<file path="config.mk">
export PLATFORM = sky130hd
export DESIGN_NAME = power_iteration_eigen_2x2_core
export DESIGN_NICKNAME = d
export VERILOG_FILES = /design/src/rtl/pie_pkg.sv /design/src/rtl/pie_div.sv /design/src/rtl/pie_ctrl.sv /design/src/rtl/pie_datapath.sv /design/src/rtl/power_iteration_eigen_2x2_core.sv
export SDC_FILE = /design/constraint.sdc
export NUM_CORES = 2
export LEC_CHECK = 0
export BUFFER_PORTS_ARGS = -buffer_cell sky130_fd_sc_hd__buf_2
export CAP_MARGIN = 5
export CORE_MARGIN = 10
export CORE_UTILIZATION = 40
export CTS_CLUSTER_DIAMETER = 120
export CTS_CLUSTER_SIZE = 16
export DETAILED_ROUTE_END_ITERATION = 10
export HOLD_SLACK_MARGIN = 0.08
export PLACE_DENSITY_LB_ADDON = 0.1
export SLEW_MARGIN = 20
export SYNTH_ARGS = -nofsm -noshare
export SYNTH_HDL_FRONTEND = slang
export SYNTH_SLANG_ARGS = --single-unit
export TNS_END_PERCENT = 1
</file>
<file path="constraint.sdc">
create_clock -name clk -period 13.87 [get_ports clk]
set_input_delay 1.387 -clock clk [delete_from_list [all_inputs] [get_ports clk]]
set_output_delay 1.387 -clock clk [all_outputs]
set_load 0.05 [all_outputs]
</file>
<file path="src/rtl/pie_pkg.sv">
`default_nettype none
package pie_pkg;

	localparam int DATA_W         = 32;
	localparam int COUNT_W        = 8;
	localparam int CFG_IDX_W      = 3;
	localparam int STATUS_W       = 2;
	localparam int FRAC_BITS_DEF  = 16;
	localparam int MAX_ITERATIONS = 255;
	localparam int DIVISOR_W      = 64;
	localparam int QUO_W          = 33;

	// Register indexes of the configuration port
	localparam logic [CFG_IDX_W-1:0] CFG_A00   = 3'd0;
	localparam logic [CFG_IDX_W-1:0] CFG_A01   = 3'd1;
	localparam logic [CFG_IDX_W-1:0] CFG_A10   = 3'd2;
	localparam logic [CFG_IDX_W-1:0] CFG_A11   = 3'd3;
	localparam logic [CFG_IDX_W-1:0] CFG_COUNT = 3'd4;

	localparam logic [STATUS_W-1:0] STATUS_OK   = 2'd0;
	localparam logic [STATUS_W-1:0] STATUS_SAT  = 2'd1;
	localparam logic [STATUS_W-1:0] STATUS_ZERO = 2'd2;

	typedef enum logic [3:0] {
		MUL_NONE,
		MUL_A_NX,
		MUL_B_Y,
		MUL_C_X,
		MUL_D_Y,
		MUL_A_ONE,
		MUL_B_X1,
		MUL_C_ONE,
		MUL_D_X1,
		MUL_Y1_X1,
		MUL_X1_X1
	} mul_op_t;

	typedef enum logic [2:0] {
		ACC_NONE,
		ACC_LOAD,
		ACC_ROW0,
		ACC_ROW1,
		ACC_Y1
	} acc_op_t;

	typedef enum logic [1:0] {
		DIV_IDLE,
		DIV_START_X1,
		DIV_START_EIG,
		DIV_STEP
	} div_op_t;

	typedef enum logic [4:0] {
		S_IDLE,
		S_ITER0,
		S_ITER1,
		S_ITER2,
		S_ITER3,
		S_ITER_END,
		S_CHECK,
		S_DIV1,
		S_X1,
		S_FIN0,
		S_FIN1,
		S_FIN2,
		S_FIN3,
		S_FIN4,
		S_FIN5,
		S_FIN6,
		S_FIN7,
		S_DIV2_START,
		S_DIV2,
		S_EIG,
		S_DONE
	} state_t;

	typedef struct packed {
		logic    load;
		logic    load_zero;
		mul_op_t mul_op;
		acc_op_t acc_op;
		div_op_t div_op;
		logic    x1_load;
		logic    num_load;
		logic    den_load;
		logic    eig_load;
		logic    out_load;
		logic    out_zero;
	} cmd_t;

	typedef struct packed {
		logic [COUNT_W-1:0] count_lim;
		logic               x_zero;
	} sts_t;

	typedef struct packed {
		logic [DATA_W-1:0] value;
		logic              sat;
	} sat_res_t;

	// Clamp a wide signed value into 32 bits and flag the clamp
	function automatic sat_res_t sat32(input logic signed [71:0] v);
		sat_res_t r;
		if (v > 72'sd2147483647) begin
			r.value = 32'h7FFF_FFFF;
			r.sat   = 1'b1;
		end else if (v < -72'sd2147483648) begin
			r.value = 32'h8000_0000;
			r.sat   = 1'b1;
		end else begin
			r.value = v[31:0];
			r.sat   = 1'b0;
		end
		return r;
	endfunction

endpackage
`default_nettype wire

</file>
<file path="src/rtl/pie_div.sv">
`default_nettype none
module pie_div #(
	parameter int DVD_W = pie_pkg::DIVISOR_W + pie_pkg::FRAC_BITS_DEF
) (
	input  wire logic                          clk,
	input  wire logic                          start,
	input  wire logic                          step,
	input  wire logic [DVD_W-1:0]              dividend,
	input  wire logic [pie_pkg::DIVISOR_W-1:0] divisor,
	output logic      [pie_pkg::QUO_W-1:0]     quo,
	output logic                               ovf
);
	import pie_pkg::*;

	logic [DVD_W-1:0]     dvd_q;
	logic [DIVISOR_W-1:0] dsr_q;
	logic [DIVISOR_W-1:0] rem_q;
	logic [QUO_W-1:0]     quo_q;
	logic                 ovf_q;

	logic [DIVISOR_W:0] shifted;
	logic [DIVISOR_W:0] diff;
	logic               ge;

	assign shifted = {rem_q, dvd_q[DVD_W-1]};
	assign ge      = shifted >= {1'b0, dsr_q};
	assign diff    = shifted - {1'b0, dsr_q};

	// Restoring division, one dividend bit per step, MSB first
	always_ff @(posedge clk) begin
		if (start) begin
			dvd_q <= dividend;
			dsr_q <= divisor;
			rem_q <= '0;
			quo_q <= '0;
			ovf_q <= 1'b0;
		end else if (step) begin
			dvd_q <= {dvd_q[DVD_W-2:0], 1'b0};
			rem_q <= ge ? diff[DIVISOR_W-1:0] : shifted[DIVISOR_W-1:0];
			quo_q <= {quo_q[QUO_W-2:0], ge};
			// drop high quotient bits but remember that one was set
			ovf_q <= ovf_q | quo_q[QUO_W-1];
		end
	end

	assign quo = quo_q;
	assign ovf = ovf_q;

endmodule
`default_nettype wire

</file>
<file path="src/rtl/pie_ctrl.sv">
`default_nettype none
module pie_ctrl #(
	parameter int FRAC_BITS = pie_pkg::FRAC_BITS_DEF
) (
	input  wire logic          clk,
	input  wire logic          arst_n,
	input  wire logic          in_valid,
	output logic               in_ready,
	output logic               out_valid,
	input  wire logic          out_ready,
	input  wire pie_pkg::sts_t sts,
	output pie_pkg::cmd_t      cmd
);
	import pie_pkg::*;

	localparam int DIV_W  = DIVISOR_W + FRAC_BITS;
	localparam int DCNT_W = $clog2(DIV_W);

	state_t             state_q, state_d;
	logic [COUNT_W-1:0] iter_q, iter_d;
	logic               first_q, first_d;
	logic               zero_q, zero_d;
	logic [DCNT_W-1:0]  dcnt_q, dcnt_d;
	logic               out_valid_q, out_valid_d;

	always_ff @(posedge clk or negedge arst_n) begin
		if (!arst_n) begin
			state_q     <= S_IDLE;
			iter_q      <= '0;
			first_q     <= 1'b0;
			zero_q      <= 1'b0;
			dcnt_q      <= '0;
			out_valid_q <= 1'b0;
		end else begin
			state_q     <= state_d;
			iter_q      <= iter_d;
			first_q     <= first_d;
			zero_q      <= zero_d;
			dcnt_q      <= dcnt_d;
			out_valid_q <= out_valid_d;
		end
	end

	always_comb begin
		state_d       = state_q;
		iter_d        = iter_q;
		first_d       = first_q;
		zero_d        = zero_q;
		dcnt_d        = dcnt_q;
		out_valid_d   = out_valid_q && !out_ready;
		cmd           = '0;
		cmd.mul_op    = MUL_NONE;
		cmd.acc_op    = ACC_NONE;
		cmd.div_op    = DIV_IDLE;
		case (state_q)
			S_IDLE: begin
				if (in_valid) begin
					cmd.load      = 1'b1;
					cmd.load_zero = (sts.count_lim == '0);
					iter_d        = sts.count_lim;
					first_d       = 1'b1;
					zero_d        = 1'b0;
					state_d       = (sts.count_lim == '0) ? S_CHECK : S_ITER0;
				end
			end
			S_ITER0: begin
				cmd.mul_op = MUL_A_NX;
				// retire the previous iteration's second row
				if (!first_q)
					cmd.acc_op = ACC_ROW1;
				first_d = 1'b0;
				state_d = S_ITER1;
			end
			S_ITER1: begin
				cmd.mul_op = MUL_B_Y;
				cmd.acc_op = ACC_LOAD;
				state_d    = S_ITER2;
			end
			S_ITER2: begin
				cmd.mul_op = MUL_C_X;
				cmd.acc_op = ACC_ROW0;
				state_d    = S_ITER3;
			end
			S_ITER3: begin
				cmd.mul_op = MUL_D_Y;
				cmd.acc_op = ACC_LOAD;
				iter_d     = iter_q - COUNT_W'(1);
				state_d    = (iter_q == COUNT_W'(1)) ? S_ITER_END : S_ITER0;
			end
			S_ITER_END: begin
				cmd.acc_op = ACC_ROW1;
				state_d    = S_CHECK;
			end
			S_CHECK: begin
				if (sts.x_zero) begin
					zero_d  = 1'b1;
					state_d = S_DONE;
				end else begin
					cmd.div_op = DIV_START_X1;
					dcnt_d     = DCNT_W'(DIV_W - 1);
					state_d    = S_DIV1;
				end
			end
			S_DIV1: begin
				cmd.div_op = DIV_STEP;
				dcnt_d     = dcnt_q - DCNT_W'(1);
				if (dcnt_q == '0)
					state_d = S_X1;
			end
			S_X1: begin
				cmd.x1_load = 1'b1;
				state_d     = S_FIN0;
			end
			S_FIN0: begin
				cmd.mul_op = MUL_A_ONE;
				state_d    = S_FIN1;
			end
			S_FIN1: begin
				cmd.mul_op = MUL_B_X1;
				cmd.acc_op = ACC_LOAD;
				state_d    = S_FIN2;
			end
			S_FIN2: begin
				cmd.mul_op = MUL_C_ONE;
				cmd.acc_op = ACC_ROW0;
				state_d    = S_FIN3;
			end
			S_FIN3: begin
				cmd.mul_op = MUL_D_X1;
				cmd.acc_op = ACC_LOAD;
				state_d    = S_FIN4;
			end
			S_FIN4: begin
				cmd.acc_op = ACC_Y1;
				state_d    = S_FIN5;
			end
			S_FIN5: begin
				cmd.mul_op = MUL_Y1_X1;
				state_d    = S_FIN6;
			end
			S_FIN6: begin
				cmd.mul_op   = MUL_X1_X1;
				cmd.num_load = 1'b1;
				state_d      = S_FIN7;
			end
			S_FIN7: begin
				cmd.den_load = 1'b1;
				state_d      = S_DIV2_START;
			end
			S_DIV2_START: begin
				cmd.div_op = DIV_START_EIG;
				dcnt_d     = DCNT_W'(DIV_W - 1);
				state_d    = S_DIV2;
			end
			S_DIV2: begin
				cmd.div_op = DIV_STEP;
				dcnt_d     = dcnt_q - DCNT_W'(1);
				if (dcnt_q == '0)
					state_d = S_EIG;
			end
			S_EIG: begin
				cmd.eig_load = 1'b1;
				state_d      = S_DONE;
			end
			S_DONE: begin
				// hold until the output register is free or being emptied
				if (!out_valid_q || out_ready) begin
					cmd.out_load = 1'b1;
					cmd.out_zero = zero_q;
					out_valid_d  = 1'b1;
					state_d      = S_IDLE;
				end
			end
			default: begin
				state_d = S_IDLE;
			end
		endcase
	end

	assign in_ready  = (state_q == S_IDLE);
	assign out_valid = out_valid_q;

endmodule
`default_nettype wire

</file>
<file path="src/rtl/pie_datapath.sv">
`default_nettype none
module pie_datapath #(
	parameter int FRAC_BITS = pie_pkg::FRAC_BITS_DEF
) (
	input  wire logic                                clk,
	input  wire logic                                arst_n,
	input  wire logic                                cfg_valid,
	input  wire logic [pie_pkg::CFG_IDX_W-1:0]       cfg_index,
	input  wire logic [pie_pkg::DATA_W-1:0]          cfg_data,
	input  wire logic signed [pie_pkg::DATA_W-1:0]   start_first,
	input  wire logic signed [pie_pkg::DATA_W-1:0]   start_second,
	input  wire pie_pkg::cmd_t                       cmd,
	output pie_pkg::sts_t                            sts,
	output logic signed [pie_pkg::DATA_W-1:0]        eigen_estimate,
	output logic signed [pie_pkg::DATA_W-1:0]        last_first,
	output logic signed [pie_pkg::DATA_W-1:0]        last_second,
	output logic        [pie_pkg::STATUS_W-1:0]      status
);
	import pie_pkg::*;

	localparam int DIV_W = DIVISOR_W + FRAC_BITS;
	localparam logic signed [DATA_W-1:0] ONE = DATA_W'(64'd1 << FRAC_BITS);

	// configuration
	logic signed [DATA_W-1:0] a00_q, a01_q, a10_q, a11_q;
	logic [COUNT_W-1:0]       count_q;

	always_ff @(posedge clk or negedge arst_n) begin
		if (!arst_n) begin
			a00_q   <= '0;
			a01_q   <= '0;
			a10_q   <= '0;
			a11_q   <= '0;
			count_q <= COUNT_W'(1);
		end else if (cfg_valid) begin
			case (cfg_index)
				CFG_A00:   a00_q   <= cfg_data;
				CFG_A01:   a01_q   <= cfg_data;
				CFG_A10:   a10_q   <= cfg_data;
				CFG_A11:   a11_q   <= cfg_data;
				CFG_COUNT: count_q <= cfg_data[COUNT_W-1:0];
				default: ;
			endcase
		end
	end

	// working registers
	logic signed [DATA_W-1:0]  x_q, y_q, nx_q, x1_q, y1_q, eig_q;
	logic signed [63:0]        acc_q, prod_q, num_q;
	logic [DIVISOR_W-1:0]      den_q;
	logic                      sat_q, div_neg_q;
	logic signed [DATA_W-1:0]  out_eig_q, out_first_q, out_second_q;
	logic [STATUS_W-1:0]       out_status_q;

	// shared multiplier operands
	logic signed [DATA_W-1:0] op_a, op_b;
	logic signed [63:0]       mul_p;

	always_comb begin
		case (cmd.mul_op)
			MUL_A_NX:  begin op_a = a00_q; op_b = nx_q; end
			MUL_B_Y:   begin op_a = a01_q; op_b = y_q;  end
			MUL_C_X:   begin op_a = a10_q; op_b = x_q;  end
			MUL_D_Y:   begin op_a = a11_q; op_b = y_q;  end
			MUL_A_ONE: begin op_a = a00_q; op_b = ONE;  end
			MUL_B_X1:  begin op_a = a01_q; op_b = x1_q; end
			MUL_C_ONE: begin op_a = a10_q; op_b = ONE;  end
			MUL_D_X1:  begin op_a = a11_q; op_b = x1_q; end
			MUL_Y1_X1: begin op_a = y1_q;  op_b = x1_q; end
			MUL_X1_X1: begin op_a = x1_q;  op_b = x1_q; end
			default:   begin op_a = '0;    op_b = '0;   end
		endcase
	end

	assign mul_p = op_a * op_b;

	// row result: exact sum of two products, floor shift, clamp
	logic signed [64:0] sum_w, shifted_w;
	sat_res_t           row_r;

	assign sum_w     = 65'(acc_q) + 65'(prod_q);
	assign shifted_w = sum_w >>> FRAC_BITS;
	assign row_r     = sat32(72'(shifted_w));

	logic signed [63:0]   num_w;
	logic [DIVISOR_W-1:0] den_w;

	assign num_w = 64'(nx_q) + (prod_q >>> FRAC_BITS);
	assign den_w = DIVISOR_W'(ONE) + DIVISOR_W'(prod_q >>> FRAC_BITS);

	// divider operands
	logic [DATA_W-1:0]    mag_x, mag_y;
	logic [63:0]          mag_num;
	logic [DIV_W-1:0]     dvd_in;
	logic [DIVISOR_W-1:0] dsr_in;
	logic                 div_start, div_step;
	logic [QUO_W-1:0]     div_quo;
	logic                 div_ovf;

	assign mag_x   = x_q[DATA_W-1] ? -x_q : x_q;
	assign mag_y   = y_q[DATA_W-1] ? -y_q : y_q;
	assign mag_num = num_q[63] ? -num_q : num_q;

	assign div_start = (cmd.div_op == DIV_START_X1) || (cmd.div_op == DIV_START_EIG);
	assign div_step  = (cmd.div_op == DIV_STEP);

	always_comb begin
		if (cmd.div_op == DIV_START_EIG) begin
			dvd_in = DIV_W'(mag_num) << FRAC_BITS;
			dsr_in = den_q;
		end else begin
			dvd_in = DIV_W'(mag_y) << FRAC_BITS;
			dsr_in = DIVISOR_W'(mag_x);
		end
	end

	pie_div #(
		.DVD_W(DIV_W)
	) u_div (
		.clk      (clk),
		.start    (div_start),
		.step     (div_step),
		.dividend (dvd_in),
		.divisor  (dsr_in),
		.quo      (div_quo),
		.ovf      (div_ovf)
	);

	// apply sign to the quotient magnitude and clamp
	sat_res_t quo_r;
	logic     q_big;

	assign q_big = div_ovf || div_quo[QUO_W-1];

	always_comb begin
		if (div_neg_q) begin
			if (q_big || (div_quo[DATA_W-1:0] > 32'h8000_0000)) begin
				quo_r.value = 32'h8000_0000;
				quo_r.sat   = 1'b1;
			end else begin
				quo_r.value = 32'd0 - div_quo[DATA_W-1:0];
				quo_r.sat   = 1'b0;
			end
		end else begin
			if (q_big || div_quo[DATA_W-1]) begin
				quo_r.value = 32'h7FFF_FFFF;
				quo_r.sat   = 1'b1;
			end else begin
				quo_r.value = div_quo[DATA_W-1:0];
				quo_r.sat   = 1'b0;
			end
		end
	end

	always_ff @(posedge clk) begin
		prod_q <= mul_p;
		if (cmd.load) begin
			x_q   <= cmd.load_zero ? '0 : start_first;
			y_q   <= cmd.load_zero ? '0 : start_second;
			nx_q  <= start_first;
			sat_q <= 1'b0;
		end
		case (cmd.acc_op)
			ACC_LOAD: acc_q <= prod_q;
			ACC_ROW0: begin
				nx_q  <= row_r.value;
				sat_q <= sat_q | row_r.sat;
			end
			ACC_ROW1: begin
				x_q   <= nx_q;
				y_q   <= row_r.value;
				sat_q <= sat_q | row_r.sat;
			end
			ACC_Y1: begin
				y1_q  <= row_r.value;
				sat_q <= sat_q | row_r.sat;
			end
			default: ;
		endcase
		if (div_start) begin
			div_neg_q <= (cmd.div_op == DIV_START_EIG) ? num_q[63]
			                                           : (x_q[DATA_W-1] ^ y_q[DATA_W-1]);
		end
		if (cmd.x1_load) begin
			x1_q  <= quo_r.value;
			sat_q <= sat_q | quo_r.sat;
		end
		if (cmd.num_load)
			num_q <= num_w;
		if (cmd.den_load)
			den_q <= den_w;
		if (cmd.eig_load) begin
			eig_q <= quo_r.value;
			sat_q <= sat_q | quo_r.sat;
		end
		if (cmd.out_load) begin
			out_eig_q    <= cmd.out_zero ? '0 : eig_q;
			out_first_q  <= x_q;
			out_second_q <= y_q;
			out_status_q <= cmd.out_zero ? STATUS_ZERO : (sat_q ? STATUS_SAT : STATUS_OK);
		end
	end

	always_comb begin
		sts.x_zero    = (x_q == '0);
		sts.count_lim = ({8'd0, count_q} > 16'(MAX_ITERATIONS)) ? COUNT_W'(MAX_ITERATIONS)
		                                                       : count_q;
	end

	assign eigen_estimate = out_eig_q;
	assign last_first     = out_first_q;
	assign last_second    = out_second_q;
	assign status         = out_status_q;

endmodule
`default_nettype wire

</file>
<file path="src/rtl/power_iteration_eigen_2x2_core.sv">
`default_nettype none
// Dominant eigenvalue of a 2x2 Q(32-FRAC_BITS).FRAC_BITS matrix by power iteration, one start
// vector at a time on a single shared 32x32 multiplier and a bit-serial divider. Each item
// runs n iterations, n being the CFG_COUNT setting limited to MAX_ITERATIONS: four multiplier
// passes per iteration, then two restoring divisions of 64 + FRAC_BITS steps each. If the
// first component ends at zero the divisions are skipped. in_ready returns as the result is
// loaded into the output register, so items are taken one at a time. in_ready is high only
// between items; a finished result sits in the output register while the next item is
// already taken. Configuration writes are always ready and take effect at once; write them
// only while no item is in flight.
module power_iteration_eigen_2x2_core #(
	parameter int FRAC_BITS = pie_pkg::FRAC_BITS_DEF
) (
	input  wire logic                              clk,
	input  wire logic                              arst_n,
	input  wire logic                              in_valid,
	output logic                                   in_ready,
	input  wire logic signed [pie_pkg::DATA_W-1:0] start_first,
	input  wire logic signed [pie_pkg::DATA_W-1:0] start_second,
	output logic                                   out_valid,
	input  wire logic                              out_ready,
	output logic signed [pie_pkg::DATA_W-1:0]      eigen_estimate,
	output logic signed [pie_pkg::DATA_W-1:0]      last_first,
	output logic signed [pie_pkg::DATA_W-1:0]      last_second,
	output logic        [pie_pkg::STATUS_W-1:0]    status,
	input  wire logic                              cfg_valid,
	output logic                                   cfg_ready,
	input  wire logic [pie_pkg::CFG_IDX_W-1:0]     cfg_index,
	input  wire logic [pie_pkg::DATA_W-1:0]        cfg_data
);
	import pie_pkg::*;

	cmd_t cmd;
	sts_t sts;

	assign cfg_ready = 1'b1;

	pie_ctrl #(
		.FRAC_BITS(FRAC_BITS)
	) u_ctrl (
		.clk       (clk),
		.arst_n    (arst_n),
		.in_valid  (in_valid),
		.in_ready  (in_ready),
		.out_valid (out_valid),
		.out_ready (out_ready),
		.sts       (sts),
		.cmd       (cmd)
	);

	pie_datapath #(
		.FRAC_BITS(FRAC_BITS)
	) u_datapath (
		.clk            (clk),
		.arst_n         (arst_n),
		.cfg_valid      (cfg_valid),
		.cfg_index      (cfg_index),
		.cfg_data       (cfg_data),
		.start_first    (start_first),
		.start_second   (start_second),
		.cmd            (cmd),
		.sts            (sts),
		.eigen_estimate (eigen_estimate),
		.last_first     (last_first),
		.last_second    (last_second),
		.status         (status)
	);

endmodule
`default_nettype wire

</file>
==> flow_summary.yaml <==
status:
  status: "finished clean"
job:
  maxCapViolCount: 0
floorplan:
  start_util_pct: 40.24
  fp.dieArea_um2: 224400
  die_h_um: 473.7
  fp.coreArea_um2: 204600
  die_w_um: 473.7
  ios: 205
  fp-row-count: 166
cts:
  cts_setup_buffers: 0
  cts_resized: 0
  clk_path_buf_depth: 3
  clk_pin_slew_ns: 0.08
  insertion_delay_ns: 0.73
  htree_num_levels: 3
  cts_tree: "done"
  cts.sinks: 888
  clockRootBuffer: "clkbuf_16"
  ctsHoldBuffers: 0
  cts_buffers: 67
layout:
  final_nets: 9968
  final_cell_mix: "inv_1 (1,196), fa_1 (1,084), nand2_1 (1,049)"
  drive_above_1_share_pct: 8.156
  layout_commonest_cell: "inv_1"
  area_growth_pct: 7.873
grt:
  grt_overflow_total: 0
  antenna_found_initial: 25
  grt_util_all_layers_pct: 26.42
  grt_first_pass_wirelength_um: 440300
  grt_pass1_vias: 63990
  grt_start_max_net_pins: 100
placed_design:
  dp_hpwl_um: 239500
  gp_congestion: 0.9511
  port_buffers: 203
synth:
  async_flop_share_pct: 17.91
  synth.distinct_cells: 99
  synth_edf_count: 567
  synthCells: 8383
  postSynthAreaPerCell_um2: 9.820
  seq_area_frac_synth_pct: 29.46
  netlist.area_leader.share_pct: 26.36
  synth-seq-cells: 888
  synth_nets: 9942
  synth-main-ff-cell: "edfxtp_1"
  yosys_warnings: 0
  synthTopCellsByArea: "fa_1 (26%), edfxtp_1 (21%), ha_1 (5.6%), inv_1 (5.5%), dfrtp_1 (4.8%)"
  synth_area_um2: 82330
  yosysTopAreaCell: "fa_1"
critical_path:
  crit_family: "adder cells"
  worst-r2r-setup-slack_ns: 2.00
  end_kind: "flop"
  critPathBufInv: 3
  crit_required_ns: 14.51
  slowest_stage: "fa_1"
  cp.arrival_ns: 12.52
  critPathMaxStageDelay_ns: 1.02
  start_kind: "flop"
  cp_max_fo: 19
  cp_common_cell: "fa_1"
  worstSetupPathType: "reg -> reg"
sta:
  relSlewSlack_pct: 14.96
  fin_crit_sh_pct: 85.61
  setup_viol: 0
  finalSetupTns_ns: 0
  drv_slew: 0
  finalHoldViolCount: 0
  rsz0062_at_grt: "no"
  worst_pin_slew_ns: 1.276
  fmax_ghz: 0.08421
  final.min_clock_period_ns: 11.87
  skew_ns: 0.05247
drt:
  drtIter0Drc: 5885
  vias: 62960
  drc: 0
  vias_per_cell: 5.645
  ant_nets: 0
  wl_per_cell_um: 26.85
  first_pass_iters: 9
  routed_wl_um: 299400
hold_path:
  hold_class: "reg -> reg"
[state kept, by name, indices dropped and copies added (netlist names), 33 cells and up]
register	cells
u_datapath.u_div.dvd_q	64
u_datapath.acc_q	64
u_datapath.prod_q	64
u_datapath.u_div.quo	33
u_datapath.u_div.rem_q	64
u_datapath.u_div.dsr_q	49
u_datapath.den_q	49
u_datapath.num_q	49
[through the flow]
stage / cells / util, % / worst slack, ns / cell area, um^2 / hold WS (ns)
2_1_floorplan: 8383 / - / 2.981 / 82330 / 0.4086
3_3_place_gp: 11030 / 42.40 / 2.021 / 86740 / 0.4280
3_5_place_dp: 11030 / 42.41 / 2.011 / 86760 / 0.4323
4_1_cts: 11150 / 43.39 / 1.972 / 88760 / 0.4447
5_1_grt: 11150 / 43.40 / 1.362 / 88800 / 0.4595
6_report: 11150 / 43.41 / 1.995 / 88810 / 0.4488
[worst paths after layout]
kind / startpoint / end / depth (start not counted)
min in group asynchronous: arst_n / u_ctrl.iter_q[6] / 1
min: u_datapath.prod_q[4] / u_datapath.acc_q[4] / 0
max: u_ctrl.state_q[2] / u_datapath.prod_q[62] / 29
max reg2reg: u_ctrl.state_q[2] / u_datapath.prod_q[62] / 29
max in group asynchronous: arst_n / u_datapath.a01_q[26] / 2
min reg2reg: u_datapath.prod_q[4] / u_datapath.acc_q[4] / 0
[kinds of logic after synthesis]
group / Yosys count / share of synthesized area, %
compound gates: 1338 / 11.02
xor+xnor: 346 / 3.681
fa+ha+maj: 1455 / 32.00
buf+inv: 1605 / 7.362
flops: 888 / 29.46
mux: 226 / 2.967
other cells: 1 / 0.004555
simple gates: 2524 / 13.52
[Yosys cell counts, drive strengths merged (44+ instances only)]
library cell  number
a21o             130
clkbuf           355
fa              1084
and2              89
o21bai            44
nor3              74
nand2           1051
buf               51
mux2             144
nor2             849
nand3             81
dfxtp            162
mux2i             82
nor2b             45
a22o              57
xor2             152
inv             1197
dfrtp            158
xnor2            194
a21oi            286
o21ai            308
edfxtp           567
a211oi            84
nand2b            44
nand4             84
ha               371
[layer usage]
layer  global-route usage [%]  wire length, um  part of all wire [%]
met2                    42.31           137800                    46
met5                        0               80                 0.027
met1                    36.07           125900                    42
met3                    3.324            19940                   6.7
met4                    11.29            15650                   5.2
[layout make-up]
cell class	count	area, um^2
Fill cell	19860	115800
Multi-Input combinational cell	5890	52440
Sequential cell	888	24250
Inverter	1199	4501
Tap cell	2688	3363
Timing Repair Buffer	363	2243
Clock buffer	108	1831
Clock inverter	12	168.9
Antenna cell	6	15.01
Power is not shown: default switching activity piles up to over one toggle a cycle in this logic, so the estimate is an artifact.
